==> src/rtl/core/ssc_pkg.sv <==
// Shared types, command codes and step table for the six-step commutator.
package ssc_pkg;

    // Command bytes of the serial frame
    localparam logic [7:0] CMD_REPORT = 8'h5A;
    localparam logic [7:0] CMD_FWD    = 8'h39;
    localparam logic [7:0] CMD_REV    = 8'h35;
    localparam logic [7:0] CMD_POWER  = 8'h20;

    localparam logic [9:0]  DUTY_RESET          = 10'd350;
    localparam logic [15:0] RAMP_PERIOD_RESET   = 16'd100;
    localparam logic [7:0]  FRAME_TIMEOUT_RESET = 8'd100;
    localparam logic [7:0]  IDLE_MAX            = 8'd255;

    // Configuration register indexes
    localparam logic [7:0] CFG_RAMP_PERIOD   = 8'd0;
    localparam logic [7:0] CFG_FRAME_TIMEOUT = 8'd1;

    // Item kind carried in tuser
    localparam logic KIND_TICK = 1'b0;
    localparam logic KIND_BYTE = 1'b1;

    // Class of a command byte, worked out at the input side
    typedef enum logic [2:0] {
        CLS_OTHER  = 3'd0,
        CLS_FWD    = 3'd1,
        CLS_REV    = 3'd2,
        CLS_POWER  = 3'd3,
        CLS_REPORT = 3'd4
    } byte_cls_t;

    // Rotation direction
    typedef enum logic [1:0] {
        ROT_HOLD = 2'd0,
        ROT_FWD  = 2'd1,
        ROT_REV  = 2'd2
    } rotation_t;

    // One queued item after classification
    typedef struct packed {
        logic      is_byte;
        byte_cls_t cls;
        logic [7:0] data;
    } item_t;

    // Handshake between queue and back end
    typedef struct packed {
        logic  valid;
        item_t item;
    } queue_out_t;

    // Drive pattern of one commutation step
    typedef struct packed {
        logic [7:0] high_mask;
        logic [7:0] low_pattern;
    } step_drive_t;

    // Step table, steps one to six; anything else drives as step one
    function automatic step_drive_t step_drive(input logic [2:0] step);
        step_drive_t d;
        unique case (step)
            3'd2:    d = '{high_mask: 8'b10001000, low_pattern: 8'b00100000};
            3'd3:    d = '{high_mask: 8'b10000010, low_pattern: 8'b00100000};
            3'd4:    d = '{high_mask: 8'b10000010, low_pattern: 8'b00000100};
            3'd5:    d = '{high_mask: 8'b10100000, low_pattern: 8'b00000100};
            3'd6:    d = '{high_mask: 8'b10100000, low_pattern: 8'b00000001};
            default: d = '{high_mask: 8'b10001000, low_pattern: 8'b00000001};
        endcase
        return d;
    endfunction

endpackage

==> src/rtl/core/ssc_front.sv <==
// Input side: classifies each accepted item into a queue entry.
module ssc_front (
    input  logic          s_tuser,  // [0] kind: 0 timer tick, 1 serial byte
    input  logic [7:0]    s_tdata,  // [7:0] rx_byte
    output ssc_pkg::item_t item
);
    import ssc_pkg::*;

    byte_cls_t cls;

    // Decode the command byte once, ahead of the back end
    always_comb begin
        unique case (s_tdata)
            CMD_FWD:    cls = CLS_FWD;
            CMD_REV:    cls = CLS_REV;
            CMD_POWER:  cls = CLS_POWER;
            CMD_REPORT: cls = CLS_REPORT;
            default:    cls = CLS_OTHER;
        endcase
    end

    assign item.is_byte = (s_tuser == KIND_BYTE);
    assign item.cls     = cls;
    assign item.data    = s_tdata;

endmodule

==> src/rtl/core/ssc_queue.sv <==
// Two-entry queue between the input side and the back end.
module ssc_queue (
    input  logic                 aclk,
    input  logic                 aresetn,
    input  logic                 push,
    input  ssc_pkg::item_t       push_item,
    output logic                 not_full,
    input  logic                 pop,
    output ssc_pkg::queue_out_t  head
);
    import ssc_pkg::*;

    item_t       slot_reg [2];
    logic        wr_ptr_reg, wr_ptr_next;
    logic        rd_ptr_reg, rd_ptr_next;
    logic [1:0]  count_reg, count_next;

    assign not_full   = (count_reg != 2'd2);
    assign head.valid = (count_reg != 2'd0);
    assign head.item  = slot_reg[rd_ptr_reg];

    // Advance pointers and fill count
    always_comb begin
        wr_ptr_next = push ? ~wr_ptr_reg : wr_ptr_reg;
        rd_ptr_next = pop ? ~rd_ptr_reg : rd_ptr_reg;
        count_next  = count_reg;
        if (push && !pop) begin
            count_next = count_reg + 2'd1;
        end else if (pop && !push) begin
            count_next = count_reg - 2'd1;
        end
    end

    always_ff @(posedge aclk) begin
        if (!aresetn) begin
            wr_ptr_reg <= 1'b0;
            rd_ptr_reg <= 1'b0;
            count_reg  <= 2'd0;
        end else begin
            wr_ptr_reg <= wr_ptr_next;
            rd_ptr_reg <= rd_ptr_next;
            count_reg  <= count_next;
        end
    end

    // Store the pushed item
    always_ff @(posedge aclk) begin
        if (push) begin
            slot_reg[wr_ptr_reg] <= push_item;
        end
    end

endmodule

==> src/rtl/core/ssc_back.sv <==
// Back end: ramp, commutation, frame decode and the result register.
module ssc_back (
    input  logic                aclk,
    input  logic                aresetn,
    input  ssc_pkg::queue_out_t head,
    output logic                pop,
    input  logic [15:0]         ramp_period,
    input  logic [7:0]          frame_timeout,
    output logic                m_tvalid,
    input  logic                m_tready,
    output logic [47:0]         m_tdata
);
    import ssc_pkg::*;

    logic [2:0]  step_phase_reg, step_phase_next;
    rotation_t   rotation_reg, rotation_next;
    logic [7:0]  target_reg, target_next;
    logic [8:0]  ramped_reg, ramped_next;
    logic [15:0] ramp_ticks_reg, ramp_ticks_next;
    logic [8:0]  step_ticks_reg, step_ticks_next;
    logic [7:0]  idle_reg, idle_next;
    logic [1:0]  frame_pos_reg, frame_pos_next;
    byte_cls_t   frame_cls_reg, frame_cls_next;
    logic [7:0]  frame_arg_reg, frame_arg_next;
    logic [9:0]  duty_reg, duty_next;
    logic [7:0]  high_mask_reg, high_mask_next;
    logic [7:0]  low_pattern_reg, low_pattern_next;
    logic        indicator_reg, indicator_next;
    logic        out_valid_reg;
    logic [47:0] out_data_reg;

    logic        fired;
    logic [16:0] ramp_sum;
    logic [8:0]  step_sum;
    logic [2:0]  step_safe;
    step_drive_t drive;
    logic        restart;
    logic [1:0]  pos_eff;
    logic [9:0]  duty_out;
    logic [47:0] result;

    // Take an item whenever the result register is free or being emptied
    assign pop      = head.valid && (!out_valid_reg || m_tready);
    assign m_tvalid = out_valid_reg;
    assign m_tdata  = out_data_reg;

    assign ramp_sum  = {1'b0, ramp_ticks_reg} + 17'd1;
    assign step_sum  = step_ticks_reg + 9'd1;
    assign step_safe = (step_phase_reg < 3'd1 || step_phase_reg > 3'd6) ? 3'd1
                                                                       : step_phase_reg;
    assign drive     = step_drive(step_safe);
    assign restart   = (idle_reg > frame_timeout);
    assign pos_eff   = restart ? 2'd0 : frame_pos_reg;

    // Work out the state after this item
    always_comb begin
        step_phase_next  = step_phase_reg;
        rotation_next    = rotation_reg;
        target_next      = target_reg;
        ramped_next      = ramped_reg;
        ramp_ticks_next  = ramp_ticks_reg;
        step_ticks_next  = step_ticks_reg;
        idle_next        = idle_reg;
        frame_pos_next   = frame_pos_reg;
        frame_cls_next   = frame_cls_reg;
        frame_arg_next   = frame_arg_reg;
        duty_next        = duty_reg;
        high_mask_next   = high_mask_reg;
        low_pattern_next = low_pattern_reg;
        indicator_next   = indicator_reg;
        fired            = 1'b0;

        if (!head.item.is_byte) begin
            // Timer tick: idle count, ramp, step counter
            if (idle_reg < IDLE_MAX) begin
                idle_next = idle_reg + 8'd1;
            end
            if (ramp_sum > {1'b0, ramp_period}) begin
                ramp_ticks_next = 16'd0;
                // Equal period still steps up
                if (ramped_reg > {1'b0, target_reg}) begin
                    ramped_next = ramped_reg - 9'd1;
                end else begin
                    ramped_next = ramped_reg + 9'd1;
                end
            end else begin
                ramp_ticks_next = ramp_sum[15:0];
            end
            step_ticks_next = step_sum;
            if (step_sum >= ramped_next) begin
                high_mask_next   = drive.high_mask;
                low_pattern_next = drive.low_pattern;
                step_phase_next  = step_safe;
                if (rotation_reg == ROT_FWD) begin
                    step_phase_next = (step_safe == 3'd6) ? 3'd1 : step_safe + 3'd1;
                end else if (rotation_reg == ROT_REV) begin
                    step_phase_next = (step_safe == 3'd1) ? 3'd6 : step_safe - 3'd1;
                end
                step_ticks_next = 9'd0;
                fired           = 1'b1;
            end
        end else begin
            // Serial byte: restart a stale frame, store, then decode the frame
            if (restart) begin
                frame_cls_next = CLS_OTHER;
                frame_arg_next = 8'd0;
            end
            if (pos_eff == 2'd0) begin
                frame_cls_next = head.item.cls;
                idle_next      = 8'd0;
            end else if (pos_eff == 2'd1) begin
                frame_arg_next = head.item.data;
                idle_next      = 8'd0;
            end
            frame_pos_next = (pos_eff < 2'd2) ? pos_eff + 2'd1 : pos_eff;

            unique case (frame_cls_next)
                CLS_FWD: begin
                    target_next   = frame_arg_next;
                    rotation_next = ROT_FWD;
                end
                CLS_REV: begin
                    target_next    = frame_arg_next;
                    rotation_next  = ROT_REV;
                    indicator_next = ~indicator_reg;
                end
                CLS_POWER: begin
                    duty_next = {frame_arg_next, 2'b00};
                end
                default: begin
                end
            endcase
        end
    end

    // Pack the result: phase, masks, period, duty, flags, direction
    assign duty_out = (target_next == 8'd0) ? 10'd0 : duty_next;
    assign result = {5'd0,
                     rotation_next,
                     indicator_next,
                     (frame_cls_next == CLS_REPORT),
                     fired,
                     duty_out,
                     ramped_next,
                     low_pattern_next,
                     high_mask_next,
                     step_phase_next};

    always_ff @(posedge aclk) begin
        if (!aresetn) begin
            step_phase_reg  <= 3'd1;
            rotation_reg    <= ROT_REV;
            target_reg      <= 8'd0;
            ramped_reg      <= 9'd0;
            ramp_ticks_reg  <= 16'd0;
            step_ticks_reg  <= 9'd0;
            idle_reg        <= 8'd0;
            frame_pos_reg   <= 2'd0;
            frame_cls_reg   <= CLS_OTHER;
            frame_arg_reg   <= 8'd0;
            duty_reg        <= DUTY_RESET;
            high_mask_reg   <= 8'd0;
            low_pattern_reg <= 8'd0;
            indicator_reg   <= 1'b0;
            out_valid_reg   <= 1'b0;
        end else begin
            if (pop) begin
                step_phase_reg  <= step_phase_next;
                rotation_reg    <= rotation_next;
                target_reg      <= target_next;
                ramped_reg      <= ramped_next;
                ramp_ticks_reg  <= ramp_ticks_next;
                step_ticks_reg  <= step_ticks_next;
                idle_reg        <= idle_next;
                frame_pos_reg   <= frame_pos_next;
                frame_cls_reg   <= frame_cls_next;
                frame_arg_reg   <= frame_arg_next;
                duty_reg        <= duty_next;
                high_mask_reg   <= high_mask_next;
                low_pattern_reg <= low_pattern_next;
                indicator_reg   <= indicator_next;
                out_valid_reg   <= 1'b1;
            end else if (m_tready) begin
                out_valid_reg <= 1'b0;
            end
        end
    end

    // Hold the result until taken
    always_ff @(posedge aclk) begin
        if (pop) begin
            out_data_reg <= result;
        end
    end

endmodule

==> src/rtl/core/six_step_commutator_with_ramp.sv <==
// Top level of the open-loop six-step commutator with period ramp.
//
// Input stream (s_): each item is a timer tick (tuser 0) or a received
// serial byte (tuser 1, byte in tdata). Every item yields exactly one
// result on the output stream (m_): step number, held drive masks, ramped
// period, duty, commutation flag, report flag, indicator and direction.
// Configuration channel: cfg_index 0 writes the ramp period, 1 the frame
// timeout; other indexes are ignored. cfg_ready is always high.
//
// Flow: the accepting edge writes the item into the two-entry queue; the
// back end then pops it and runs its state update into the result
// register, which offers the result on m_. The back end takes one item
// per cycle while the result register is free or being taken (m_tready).
//
// Reset (aresetn low, synchronous) empties the queue and result register and
// loads the state: step one, reverse rotation, period zero, duty 350.
// When m_tready is low the result holds, the back end stops, and the queue
// absorbs up to two more items before s_tready drops.
module six_step_commutator_with_ramp (
    input  logic        aclk,
    input  logic        aresetn,
    input  logic        s_tvalid,
    output logic        s_tready,
    input  logic [7:0]  s_tdata,   // [7:0] rx_byte
    input  logic        s_tuser,   // [0] kind (0 tick, 1 serial byte)
    output logic        m_tvalid,
    input  logic        m_tready,
    // [2:0] phase, [10:3] high_side_mask, [18:11] low_side_pattern,
    // [27:19] period_now, [37:28] drive_duty, [38] commutated,
    // [39] report_request, [40] indicator, [42:41] turn_direction, [47:43] zero
    output logic [47:0] m_tdata,
    input  logic        cfg_valid,
    output logic        cfg_ready,
    input  logic [7:0]  cfg_index,
    input  logic [15:0] cfg_data
);
    import ssc_pkg::*;

    item_t       front_item;
    queue_out_t  queue_head;
    logic        queue_not_full;
    logic        back_pop;
    logic [15:0] ramp_period_reg;
    logic [7:0]  frame_timeout_reg;

    assign s_tready  = queue_not_full;
    assign cfg_ready = 1'b1;

    // Configuration registers
    always_ff @(posedge aclk) begin
        if (!aresetn) begin
            ramp_period_reg   <= RAMP_PERIOD_RESET;
            frame_timeout_reg <= FRAME_TIMEOUT_RESET;
        end else if (cfg_valid) begin
            if (cfg_index == CFG_RAMP_PERIOD) begin
                ramp_period_reg <= cfg_data;
            end else if (cfg_index == CFG_FRAME_TIMEOUT) begin
                frame_timeout_reg <= cfg_data[7:0];
            end
        end
    end

    ssc_front u_front (
        .s_tuser (s_tuser),
        .s_tdata (s_tdata),
        .item    (front_item)
    );

    ssc_queue u_queue (
        .aclk      (aclk),
        .aresetn   (aresetn),
        .push      (s_tvalid && queue_not_full),
        .push_item (front_item),
        .not_full  (queue_not_full),
        .pop       (back_pop),
        .head      (queue_head)
    );

    ssc_back u_back (
        .aclk          (aclk),
        .aresetn       (aresetn),
        .head          (queue_head),
        .pop           (back_pop),
        .ramp_period   (ramp_period_reg),
        .frame_timeout (frame_timeout_reg),
        .m_tvalid      (m_tvalid),
        .m_tready      (m_tready),
        .m_tdata       (m_tdata)
    );

endmodule
==> config.mk <==
export PLATFORM = sky130hd
export DESIGN_NAME = six_step_commutator_with_ramp
export DESIGN_NICKNAME = d
export VERILOG_FILES = /design/src/rtl/core/ssc_pkg.sv /design/src/rtl/core/ssc_front.sv /design/src/rtl/core/ssc_queue.sv /design/src/rtl/core/ssc_back.sv /design/src/rtl/core/six_step_commutator_with_ramp.sv
export SDC_FILE = /design/constraint.sdc
export NUM_CORES = 1
export LEC_CHECK = 0
export BUFFER_PORTS_ARGS = -buffer_cell sky130_fd_sc_hd__buf_2
export CORE_MARGIN = 5
export CORE_UTILIZATION = 30
export DETAILED_ROUTE_END_ITERATION = 10
export GPL_TIMING_DRIVEN = 0
export SLEW_MARGIN = 25
export SYNTH_ARGS = -nofsm -noshare
export SYNTH_HDL_FRONTEND = slang
export SYNTH_SLANG_ARGS = --single-unit
export TNS_END_PERCENT = 30
==> constraint.sdc <==
create_clock -name aclk -period 7 [get_ports aclk]
set_clock_uncertainty 0.1 [all_clocks]
set_input_delay 0.35 -clock aclk [delete_from_list [all_inputs] [get_ports aclk]]
set_output_delay 0.35 -clock aclk [all_outputs]
set_load 0.03 [all_outputs]
==> impl_metrics.env, run 1 <==
export IMPL_status="completed"
export IMPL_maxSlewViolCount=0
export IMPL_async_flop_share_pct=0
export IMPL_rr_startpoint="u_back.ramp_ticks_reg[0]"
export IMPL_yosys_warnings=0
export IMPL_io_buffers=82
export IMPL_core_rowCount=66
export IMPL_die_w_um=192
export IMPL_synth_edf_count=67
export IMPL_grt_pass1_vias=7608
export IMPL_cts_htree_levels=4
export IMPL_path_clk_slew_ps=70
export IMPL_fillers=3382
export IMPL_setup_viol=0
export IMPL_setup_worst_path_end_class="flip-flop"
export IMPL_swShare_pct=39.7
export IMPL_vias=7761
export IMPL_area_growth_syn_to_layout_pct=16.3
export IMPL_crit_chain="ha_1 -> nand3_1 -> or3_1 -> buf_2 -> xnor2_1 -> ha_1 -> a211oi_1 -> o211ai_1 -> or3b_2 -> a21oi_1 -> o21ai_0 -> buf_4 -> buf_4 -> mux2i_1 -> ha_1 -> and3_1 -> a2111oi_0 -> o21ai_1 -> a22o_1 -> buf_1 -> mux2_2"
export IMPL_ant_nets=0
export IMPL_post_route_period_util_pct=92.4
export IMPL_worst_pin_slew_ps=899
export IMPL_fin_tns_setup_ps=0
export IMPL_cts_tree="yes"
export IMPL_critPathSlowestCell="dfxtp_1"
export IMPL_fin_nets=1236
export IMPL_diodes=0
export IMPL_root_buffer="clkbuf_16"
export IMPL_clock_latency_ps=450
export IMPL_seq_power_share_pct=37.9
export IMPL_syn_area_sq_um=9890
export IMPL_p_switching_w=0.00163
export IMPL_p_leak_nw=4.52
export IMPL_initial_core_util_pct=30.4
export IMPL_dp_hpwl_mm=17.9
export IMPL_utilization_pct=35.3
export IMPL_postSynthCellCount=1031
export IMPL_drt_pass1_iter_count=5
export IMPL_cp_max_fo=10
export IMPL_dieArea_sq_um=36700
export IMPL_clockPowerShare_pct=24.1
export IMPL_cap_violations=0
export IMPL_gr_total_overflow=0
export IMPL_synthTopCellsByArea="dfxtp_1 25%, edfxtp_1 20%, ha_1 7.5%"
export IMPL_yosysSeqAreaShare_pct=45.7
export IMPL_cp_startpoint="u_back.ramp_ticks_reg[0]"
export IMPL_die_h_um=192
export IMPL_post_synth_top_area_fraction_pct=25.3
export IMPL_drc_errors=0
export IMPL_cp_data_required_time_ps=7090
export IMPL_routed_via_density=4.87
export IMPL_io_pins=89
export IMPL_synth_distinct_cells=68
export IMPL_max_freq_ghz=0.155
export IMPL_core_area_sq_um=32500
export IMPL_critical_path_class="flip-flop to flip-flop"
export IMPL_drt_initial_drc_count=431
export IMPL_p_per_area_nw_per_um2=357
export IMPL_synthFlopType="dfxtp_1"
export IMPL_comb_power_share_pct=38.0
export IMPL_arrival_ps=6550
export IMPL_ctsLongestPathBuffers=2
export IMPL_grt_setup_unrepaired="no"
export IMPL_relSlewSlack_pct=40.1
export IMPL_routedWlPerCell_um=15.0
export IMPL_gp_congestion=0.820
export IMPL_postSynthAreaPerCell_sq_um=9.59
export IMPL_grt_max_degree=51
export IMPL_finalHoldViolations=0
export IMPL_cts_resized_gates=0
export IMPL_fin_crit_ps=6470
export IMPL_max_stage_delay_ps=460
export IMPL_grt_pass1_wl_mm=39.0
export IMPL_largest_register_ffs=43
export IMPL_cts_buffers=17
export IMPL_cp_common_cell="ha_1"
export IMPL_clock_sinks=192
export IMPL_drive_gt1_share_pct=14.0
export IMPL_ys_ff_latch=192
export IMPL_yosysTopAreaCell="dfxtp_1"
export IMPL_grtUsageTotal_pct=13.2
export IMPL_worstHoldPathType="input port to flip-flop"
export IMPL_min_delay_start="s_tdata[7]"
export IMPL_routed_wl_mm=23.9
export IMPL_startpoint_type="flip-flop"
export IMPL_cellInternalPower_w=0.00248
export IMPL_antenna_found_initial=3
export IMPL_vdd_ir_drop_max_mv=0.207
## layout make-up
class,count,area [sq um],area share [%]
inverter,51,191,1.66
tap,442,553,4.81
sequential,192,4510,39.3
timing repair buffer,84,448,3.89
multi-input combinational,738,4970,43.2
clock buffer,19,433,3.76
clock inverter,13,154,1.34
buffer,54,240,2.09
## power groups by stage
stage                     registers, W  clock network, W  logic [W]
after CTS                      0.00156           0.00101    0.00157
after global routing           0.00159           0.00106    0.00171
final                          0.00156          0.000990    0.00156
after floorplan                0.00181                 0   0.000869
after global placement         0.00159                 0    0.00151
after detailed placement       0.00158                 0    0.00156
## per-layer routing
metal / GRT usage, % / share of wire (%) / vias to the layer above
met5: 0 / 0.16 / -
met4: 4.23 / 2.1 / 6
met3: 3.47 / 5.0 / 43
met2: 20.9 / 45 / 156
met1: 17.5 / 48 / 3650
li1: - / - / 3906
## synthesized netlist by cell type (all sizes together), types with 11 or more instances
library cell,instances
a211oi,39
a21boi,11
a21oi,50
a31oi,12
and3,23
buf,15
clkbuf,39
dfxtp,125
edfxtp,67
ha,59
inv,51
mux2,14
mux2i,49
nand2,82
nand2b,12
nand3,46
nand4,13
nor2,102
nor2b,19
nor3,15
o21ai,39
xnor2,28
xor2,18
## per-stage QoR
stage | setup slack (ps) | power (W) | hold WS (ps) | cells | cell area (sq um)
floorplan | 1680 | 0.00268 | 305 | 1035 | 9900
global placement | 657 | 0.00310 | 315 | 1559 | 10900
detailed placement | 646 | 0.00314 | 320 | 1560 | 10900
CTS | 615 | 0.00414 | 6.36 | 1593 | 11500
global route | 86.6 | 0.00435 | 5.80 | 1593 | 11500
finish | 532 | 0.00411 | 15.6 | 1593 | 11500
## layout by cell type, fill, tap and decap left out, types with 7 or more instances in the layout
cell and n:
clkbuf_16 17, nand4_1 13, a211oi_1 38, mux2_2 14
nor2_1 99, buf_2 84, o21a_1 7, o21ai_0 38
dfxtp_1 125, o211a_1 8, nand2b_1 12, or3_1 10
a31oi_1 12, mux2i_1 48, a21boi_0 11, ha_1 59
nand3_1 46, nor4_1 8, xnor2_1 28, a21oi_1 50
edfxtp_1 67, and3_1 23, nor3_1 15, clkbuf_1 39
inv_1 51, buf_4 8, nand2_1 81, xor2_1 18
nor2b_1 19
## worst paths after layout
check | slack [ps] | endpoint | depth (start not counted)
worst min register to register | 330 | u_back.duty_reg[0] | 2
worst min-delay path | 20 | u_queue.slot_reg[1][7] | 1
worst max-delay path | 530 | u_back.m_tdata[13] | 21
worst max register to register | 530 | u_back.m_tdata[13] | 21
## worst max-delay path: cells and delay by family, from the launching register on
| family | cells | cell delay (ps) |
|---|---|---|
| and+or+nand+nor | 4 | 1060 |
| AOI/OAI and AO/OA | 7 | 1990 |
| DFF | 1 | 460 |
| xor gates and xnor gates | 1 | 240 |
| muxes | 2 | 580 |
| buffers and inverters | 4 | 880 |
| adders and majority gates | 3 | 900 |
## logic make-up (layout without fill, tap and decap cells)
family                     Yosys count  in the layout  share of synthesized area, %
AOI/OAI and AO/OA                  203            203                          13.7
xor gates and xnor gates            46             46                          4.08
adders and majority gates           60             60                          7.67
buffers and inverters              105            221                          4.33
DFF                                192            192                          45.7
muxes                               63             63                          6.56
other                                2              6                        0.0760
and+or+nand+nor                    360            360                          17.9
## repair_timing
item,CTS,global route
endpoints found under the hold margin,2,0
endpoints found under the setup margin,0,0
buffers inserted,0,0
hold buffers,1,0
Note: power is estimated with default switching activity, not from simulation.
==> inputs of run 2 (changes only) <==
--- a/config.mk
+++ b/config.mk
@@ -8,8 +8,10 @@
 export BUFFER_PORTS_ARGS = -buffer_cell sky130_fd_sc_hd__buf_2
 export CORE_MARGIN = 5
 export CORE_UTILIZATION = 30
+export CTS_BUF_LIST = sky130_fd_sc_hd__clkbuf_4 sky130_fd_sc_hd__clkbuf_8 sky130_fd_sc_hd__clkbuf_16
 export DETAILED_ROUTE_END_ITERATION = 10
 export GPL_TIMING_DRIVEN = 0
+export PLACE_DENSITY = 0.49
 export SLEW_MARGIN = 25
 export SYNTH_ARGS = -nofsm -noshare
 export SYNTH_HDL_FRONTEND = slang
==> run 2 against run 1 <==
Effect of this change:
- combinational power is essentially flat
- largest cell class unchanged
- global-route usage rose by 0.48 points
- register-to-register slack better by 40 ps
- setup slack improved by 43 ps
- sequential share of layout area decreased by 0.064 points
==> impl_metrics.env, run 2 (synthesis results as in run 1) <==
export IMPL_status="completed"
export IMPL_timing_hold_ws_ps=24.5
export IMPL_cellInternalPower_w=0.00242
export IMPL_clockPowerShare_pct=23.8
export IMPL_io_buffers=82
export IMPL_finalHoldViolations=0
export IMPL_startpoint_type="flip-flop"
export IMPL_io_pins=89
export IMPL_post_cts_buffers=0
export IMPL_max_freq_ghz=0.156
export IMPL_dieArea_sq_um=36700
export IMPL_grtUsageTotal_pct=13.6
export IMPL_cap_violations=0
export IMPL_p_switching_w=0.00167
export IMPL_core_area_sq_um=32500
export IMPL_final_cell_mix="125 x dfxtp_1, 100 x nor2_1, 84 x buf_2"
export IMPL_drc_errors=0
export IMPL_p_leak_nw=4.53
export IMPL_drt_pass1_iter_count=4
export IMPL_critical_path_class="flip-flop to flip-flop"
export IMPL_seq_power_share_pct=37.9
export IMPL_setup_worst_path_end_class="flip-flop"
export IMPL_comb_power_share_pct=38.3
export IMPL_final_common_cell="dfxtp_1"
export IMPL_post_place_ws_ps=453
export IMPL_largest_register_ffs=43
export IMPL_setup_viol=0
export IMPL_vdd_ir_drop_max_mv=0.204
export IMPL_worst_pin_slew_ps=1000
export IMPL_fin_crit_ps=6420
export IMPL_area_growth_syn_to_layout_pct=16.5
export IMPL_dp_hpwl_mm=18.4
export IMPL_routed_via_density=4.81
export IMPL_fillers=3393
export IMPL_ctsLongestPathBuffers=2
export IMPL_drt_initial_drc_count=387
export IMPL_grt_pass1_wl_mm=39.6
export IMPL_diodes=0
export IMPL_ant_nets=0
export IMPL_worstHoldPathType="input port to flip-flop"
export IMPL_routed_wl_mm=24.8
export IMPL_hold_path_depth=1
export IMPL_clock_sinks=192
export IMPL_gr_total_overflow=0
export IMPL_initial_core_util_pct=30.4
export IMPL_gp_congestion=0.817
export IMPL_cp_max_fo=10
export IMPL_grt_max_degree=50
export IMPL_die_h_um=192
export IMPL_maxSlewViolCount=0
export IMPL_routedWlPerCell_um=15.6
export IMPL_swShare_pct=40.9
export IMPL_fin_tns_setup_ps=0
export IMPL_arrival_ps=6680
export IMPL_grt_setup_unrepaired="no"
export IMPL_cts_htree_levels=4
export IMPL_p_per_area_nw_per_um2=355
export IMPL_die_w_um=192
export IMPL_cp_data_required_time_ps=7250
export IMPL_path_clk_slew_ps=80
export IMPL_total_power_w=0.00409
export IMPL_fin_ws_ps=576
export IMPL_antenna_found_initial=0
export IMPL_r2r_worst_path_cells=22
export IMPL_drive_gt1_share_pct=14.1
export IMPL_post_route_period_util_pct=91.8
export IMPL_clock_latency_ps=450
export IMPL_cts_buffers=17
export IMPL_core_rowCount=66
export IMPL_grt_pass1_vias=7307
export IMPL_cts_tree="yes"
export IMPL_root_buffer="clkbuf_16"
export IMPL_vias=7662
export IMPL_relSlewSlack_pct=32.8
export IMPL_fin_nets=1237
-- run 2: cell types whose count changed in the layout (fill, tap and decap cells not counted), sizes merged --
cell / change
clkinv: +7
bufinv: -2
clkinvlp: -3
clkbuf: -2
dlygate4sd3: +1
-- run 2: worst max-delay path, stage by stage, from the launching register on --
cell and delay [ps]:
dfxtp_1 460, ha_1 310, nand3_1 110, or3_1 340, buf_2 160, xnor2_1 220
ha_1 300, a211oi_1 310, o211ai_1 140, or3b_2 450, a21oi_1 260, o21ai_0 230
buf_4 250, buf_4 200, mux2i_1 220, ha_1 260, and3_1 190, a2111oi_0 400
o21ai_1 270, a22o_1 340, and2_1 200, clkbuf_1 310, o211a_1 300
-- run 2: per-stage QoR --
| step | instance area, sq um | std cells | util [%] |
|---|---|---|---|
| after global placement | 10900 | 1559 | 33.4 |
| after global routing | 11500 | 1594 | 35.4 |
| after floorplan | 9900 | 1035 | - |
| final | 11500 | 1594 | 35.4 |
| after CTS | 11500 | 1594 | 35.4 |
| after detailed placement | 10900 | 1560 | 33.5 |
-- run 2: cell type report --
type                    count  area [sq um]  area share (%)
plain buffers              54           240            2.09
multi-input cells         738          4970            43.1
flip-flops and latches    192          4510            39.2
clock inverters            15           168            1.46
clock buffers              17           425            3.69
well taps                 442           553            4.80
repair buffers             85           458            3.98
inverters                  51           191            1.66
-- run 2: power by group through the flow --
stage               clock (W)  combinational (W)  sequential [W]
floorplan                   0           0.000869         0.00181
global placement            0            0.00155         0.00159
detailed placement          0            0.00158         0.00158
CTS                   0.00101            0.00159         0.00155
global route          0.00106            0.00173         0.00158
finish               0.000973            0.00157         0.00155
-- run 2: path summary, 6_finish.rpt --
| check | end | slack [ps] | from |
|---|---|---|---|
| hold reg to reg | u_back.duty_reg[0] | 330 | u_back.duty_reg[0] |
| setup reg to reg | u_back.low_pattern_reg[0] | 580 | u_back.ramp_ticks_reg[0] |
| setup / recovery | u_back.low_pattern_reg[0] | 580 | u_back.ramp_ticks_reg[0] |
| hold / removal | u_queue.slot_reg[1][6] | 20 | s_tdata[6] |
-- run 2: routing by layer --
| layer | wire [um] | track usage [%] | vias to the layer above |
|---|---|---|---|
| li1 | - | - | 3918 |
| met1 | 12300 | 18.9 | 3617 |
| met2 | 11500 | 21.9 | 109 |
| met3 | 723 | 2.36 | 18 |
| met4 | 314 | 3.92 | 0 |
| met5 | 0 | 0 | - |
-- run 2: timing repair --
item	CTS	global route
hold buffers	2	0
setup endpoints to repair	0	2
gates resized for setup	0	1
hold endpoints to repair	4	0
